==> src/sv/rltt_pkg.sv <==
`default_nettype none
// ---------------------------------------------------------------------------
// rltt_pkg
// Shared types and codes for the task timer table.
// ---------------------------------------------------------------------------
package rltt_pkg;

  typedef enum logic [2:0] {
    OP_ADD    = 3'd0,
    OP_REMOVE = 3'd1,
    OP_ENABLE = 3'd2,
    OP_INVOKE = 3'd3,
    OP_CHECK  = 3'd4,
    OP_RETIME = 3'd5
  } op_t;

  typedef enum logic [1:0] {
    KIND_ACK  = 2'd0,
    KIND_FIRE = 2'd1,
    KIND_REM  = 2'd2
  } kind_t;

  typedef enum logic [2:0] {
    ST_IDLE,
    ST_FIND,
    ST_ONE,
    ST_SCAN,
    ST_DONE
  } state_t;

  // controller -> datapath
  typedef struct packed {
    logic load;      // capture input item
    logic find_step; // advance free-slot search
    logic do_one;    // execute single-slot operation and report
    logic scan_step; // process one slot of a check
    logic done;      // report done or plain acknowledge
  } cmd_t;

  // datapath -> controller
  typedef struct packed {
    logic find_end;
    logic scan_end;
  } stat_t;

endpackage
`default_nettype wire

==> src/sv/rltt_ctrl.sv <==
`default_nettype none
// ---------------------------------------------------------------------------
// rltt_ctrl
// Sequencer: decodes the operation and steps the datapath.
// ---------------------------------------------------------------------------
module rltt_ctrl (
  input  wire logic           clk,
  input  wire logic           rst_n,
  input  wire logic           start,
  input  wire logic [2:0]     in_operation,
  input  wire logic           halted,
  input  wire rltt_pkg::stat_t stat,
  output logic                busy,
  output rltt_pkg::cmd_t      cmd
);
  import rltt_pkg::*;

  state_t state_r, state_nxt;

  always_ff @(posedge clk) begin
    if (!rst_n) begin
      state_r <= ST_IDLE;
    end else begin
      state_r <= state_nxt;
    end
  end

  always_comb begin
    state_nxt = state_r;
    cmd       = '0;
    busy      = (state_r != ST_IDLE);
    unique case (state_r)
      ST_IDLE: begin
        if (start) begin
          cmd.load = 1'b1;
          case (in_operation)
            OP_ADD:    state_nxt = ST_FIND;
            OP_REMOVE, OP_ENABLE, OP_INVOKE: state_nxt = ST_ONE;
            OP_CHECK:  state_nxt = halted ? ST_DONE : ST_SCAN;
            default:   state_nxt = ST_DONE;
          endcase
        end
      end
      ST_FIND: begin
        cmd.find_step = 1'b1;
        if (stat.find_end) state_nxt = ST_ONE;
      end
      ST_ONE: begin
        cmd.do_one = 1'b1;
        state_nxt  = ST_IDLE;
      end
      ST_SCAN: begin
        cmd.scan_step = 1'b1;
        if (stat.scan_end) state_nxt = ST_DONE;
      end
      ST_DONE: begin
        cmd.done  = 1'b1;
        state_nxt = ST_IDLE;
      end
      default: state_nxt = ST_IDLE;
    endcase
  end

  assert property (@(posedge clk) disable iff (!rst_n)
    (state_r == ST_IDLE && start) |=> busy)
    else $error("start not taken");
  assert property (@(posedge clk) disable iff (!rst_n)
    $onehot0(cmd))
    else $error("several commands at once");
  assert property (@(posedge clk) disable iff (!rst_n)
    (state_r == ST_DONE) |=> !busy)
    else $error("done did not return to idle");

endmodule
`default_nettype wire

==> config.mk <==
export PLATFORM = sky130hd
export DESIGN_NAME = rltt_ctrl
export DESIGN_NICKNAME = d
export VERILOG_FILES = /design/src/sv/rltt_pkg.sv /design/src/sv/rltt_ctrl.sv
export SDC_FILE = /design/constraint.sdc
export NUM_CORES = 1
export LEC_CHECK = 0
export BUFFER_PORTS_ARGS = -buffer_cell sky130_fd_sc_hd__buf_2
export CAP_MARGIN = 25
export CORE_AREA = 5 5 42 44
export CTS_BUF_LIST = sky130_fd_sc_hd__clkbuf_8
export CTS_CLUSTER_DIAMETER = 50
export DETAILED_ROUTE_END_ITERATION = 16
export DIE_AREA = 0 0 47 49
export SYNTH_ARGS = -nofsm -noshare
export SYNTH_HDL_FRONTEND = slang
export SYNTH_SLANG_ARGS = --single-unit
==> constraint.sdc <==
create_clock -name clk -period 3.4 [get_ports clk]
set_input_delay 0.68 -clock clk [delete_from_list [all_inputs] [get_ports clk]]
set_output_delay 0.68 -clock clk [all_outputs]
set_load 0.1 [all_outputs]
* After elaboration in Yosys (flattened, before gate mapping)
Index checks and enable logic that the tools add are counted.
** Operators by class
- Equal/unequal tests :: 11
- Mux-type cells :: 12
- Reductions and logical operators :: 5
** Operators with widths (count)
- case mux 3 bit (3 select lines) :: 2
- equality test 3 x 2 -> 1 bit (second input constant) :: 4
- 2-to-1 mux 3 bit :: 4
- equality test 3 x 1 -> 1 bit (second input constant) :: 2
- equality test 3 bit (second input constant) :: 2
- logical NOT 3 bit :: 2
- 2-to-1 mux 1 bit :: 6
- inequality test 2 bit (second input constant) :: 3
- AND reduction 3 bit :: 1
- nonzero test 3 bit :: 1
- OR reduction 3 bit :: 1
** Storage, ports and cells
- Register bits :: 3
- Input port bits :: 9
- Output and inout port bits :: 6
- Word-level logic and storage cells :: 29

* Longest topological paths before layout
- Depth after elaboration :: 5
- Gate-level depth with buffers :: 4

* Worst setup path before layout
No wires, ideal clock.
- Kind :: reg2out
- Start :: register state_r[0]
- End :: output cmd[3] in the netlist's numbering
- Arrival time :: 2.509 ns
- Data required time :: 2.720 ns
- Slack :: 0.211 ns
- Cell stages (with the launch flop) :: 3
- Buffers on the path :: 0
- Cell sequence :: dfxtp_1 > inv_1 > nor3_1
** RTL lines
- start, declared :: line rltt_ctrl.sv:18 : state_t state_r, state_nxt;
- start signal, assigned :: line rltt_ctrl.sv:24 : state_r <= state_nxt;
- end, declared :: line rltt_ctrl.sv:14 : output rltt_pkg::cmd_t cmd

==> metrics.yaml <==
detailed_routing:
  avgViaCountPerCell: 4.23
  dr.first_iter.drc_count: 5
  routedWlPerCell_um: 10.3
  dr.pass1.iters: 2
  drcViolationCount: 0
  num_vias: 262
  drt-total-wl_um: 641
  postRouteAntennaNets: 0
finish:
  drive_above_1_share_pct: 45.7
  diodes: 0
  area_growth_syn_to_layout_pct: 63.9
  layout.cells.non_filler: 62
  largest_reg_flops: 3
  nets: 56
  fillCellCount: 161
  largestRegisters: "state_r (3)"
  top_register: "state_r"
clocking:
  hold_buffers: 0
  cts_resized: 0
  clockRootBuffer: "clkbuf_8"
  htree_num_levels: 1
  cts.path.max_buffers: 2
  cts.reportedPaths.clkPinSlew_ps: 30
  clock-sinks: 3
  post-cts-setup-buffers: 0
  cts_tree: "built"
  cts-buffers-inserted: 3
  insertion_delay_ps: 210
timing:
  fin_crit_ps: 2150
  fin_crit_sh_pct: 63.2
  clock_skew_ps: 2.04
  hold_viol_final: 0
  worst_pin_slew_ps: 488
  finalSetupTns_ps: 0
  drv_slew: 0
  relSlewSlack_pct: 67.7
  setup_viol: 0
  timing.fmax_ghz: 0.465
  rsz0062_at_grt: "no"
  holdWs_ps: 604
power_and_ir_drop:
  power.total_uw: 310
  power_density_nw_per_um2: 893
  irDropWorstVdd_uv: 188
  p_leak_uw: 0.000183
floorplanning:
  start_util_pct: 15.1
  die_x_um: 47
  rows: 14
  die-height_um: 49
  core_um2: 1400
  fp.dieArea_um2: 2300
  io_pins: 15
yosys:
  ys.flop_type: "dfxtp_1"
  yosys_warnings: 0
  ys_top_cells_by_area: "dfxtp_1, a32oi_1, a2111o_1, inv_1, nor2_1"
  syn-num-nets: 37
  synth_area_um2: 211
  synth_top_cell_by_area: "dfxtp_1"
  ys_top_cells_by_count: "dfxtp_1, inv_1, nor2_1"
  async_reset_ff_share_pct: 0
  yosysTopAreaCellShare_pct: 28.4
  ys_seq_elements: 3
  synthCells: 28
  syn_avg_cell_area_um2: 7.55
  yosysUniqueCellTypes: 19
  yosysSeqAreaShare_pct: 28.4
  synth_edf_count: 0
critical_path:
  startpoint_type: "flop"
  critPathKind: "flop to output port"
  cp_max_fo: 7
  end_kind: "output port"
  required_ps: 2720
  crit_arrival_ps: 1470
flow_run:
  drv_cap: 0
grt:
  grt_pass1_vias: 251
  antenna_found_initial: 0
  grt_max_degree: 8
  grt_pass1_wl_mm: 1.00
  grt.overflow.total: 0
  grt_use_total_pct: 6.33
placement:
  hpwl_um: 531
  io_buffers: 14
  gp_congestion: 0.652
  dpl.cell_count: 58
run_status:
  status: "finished clean"
min_path:
  hold_path_class: "flop to flop"
[cells by family (layout without fill, tap and decap cells)]
logic type | after synthesis | after routing | share of synthesized area, %
DFF | 3 | 3 | 28.4
and+or+nand+nor | 13 | 13 | 34.9
AOI/OAI and AO/OA | 7 | 7 | 24.9
buffers and inverters | 4 | 22 | 7.10
muxes | 1 | 1 | 4.73
[power by group]
| group | total, uW | switching (uW) | leakage, uW | internal [uW] |
|---|---|---|---|---|
| sequential | 51.0 | 9.42 | 0.0000247 | 41.6 |
| combinational | 160 | 129 | 0.000131 | 31.2 |
| clock | 98.6 | 21.9 | 0.0000269 | 76.7 |
[cells in the final DEF, fill, tap and decap left out]
master,synthesis,layout
buf_2,0,14
inv_1,3,4
nor2_1,3,3
clkbuf_8,0,3
dfxtp_1,3,3
nor3_1,2,2
nand2_1,2,2
a32oi_1,2,2
inv_2,1,1
and3_2,1,1
nor3_2,1,1
and3_1,1,1
and2_1,1,1
nor2b_2,1,1
a2111o_1,1,1
o21ai_1,1,1
a21oi_1,1,1
o22ai_1,1,1
or3_1,1,1
mux2i_1,1,1
a22oi_1,1,1
[final timing paths]
path | start | end | slack [ps] | depth (start not counted)
worst min register to register | state_r[2] | state_r[1] | 600 | 3
worst max register to register | state_r[0] | state_r[2] | 2230 | 4
worst max-delay path | state_r[1] | cmd[4] | 1250 | 3
worst min-delay path | state_r[2] | state_r[1] | 600 | 3
[metrics by stage]
stage	utilization, %	setup WS (ps)	instance area [um^2]
after floorplan	-	211	211
after global placement	21.5	1430	302
after detailed placement	21.5	1420	302
after CTS	24.7	1250	347
after global routing	24.7	1180	347
final	24.7	1250	347
[worst max-delay path: stages, from the launching register on]
cell and delay [ps]:
dfxtp_1 350, nor3_2 320, and2_1 170, buf_2 420
[area by class of cell]
class / count / area, um^2 / share of cell area [%]
multi-input cells: 21 / 136 / 39.4
repair buffers: 14 / 70.1 / 20.2
flip-flops and latches: 3 / 60.1 / 17.3
clock buffers: 3 / 41.3 / 11.9
well taps: 16 / 20.0 / 5.78
inverters: 4 / 15.0 / 4.33
clock inverters: 1 / 3.75 / 1.08
[layer usage]
layer / track usage [%] / wire [um] / share of wire, %
met2: 8.82 / 312 / 49
met1: 5.70 / 236 / 37
met3: 4.80 / 92 / 14
met4: 5.53 / 0 / 0
met5: 0 / 0 / 0
Power figures use the tool's default switching activity.
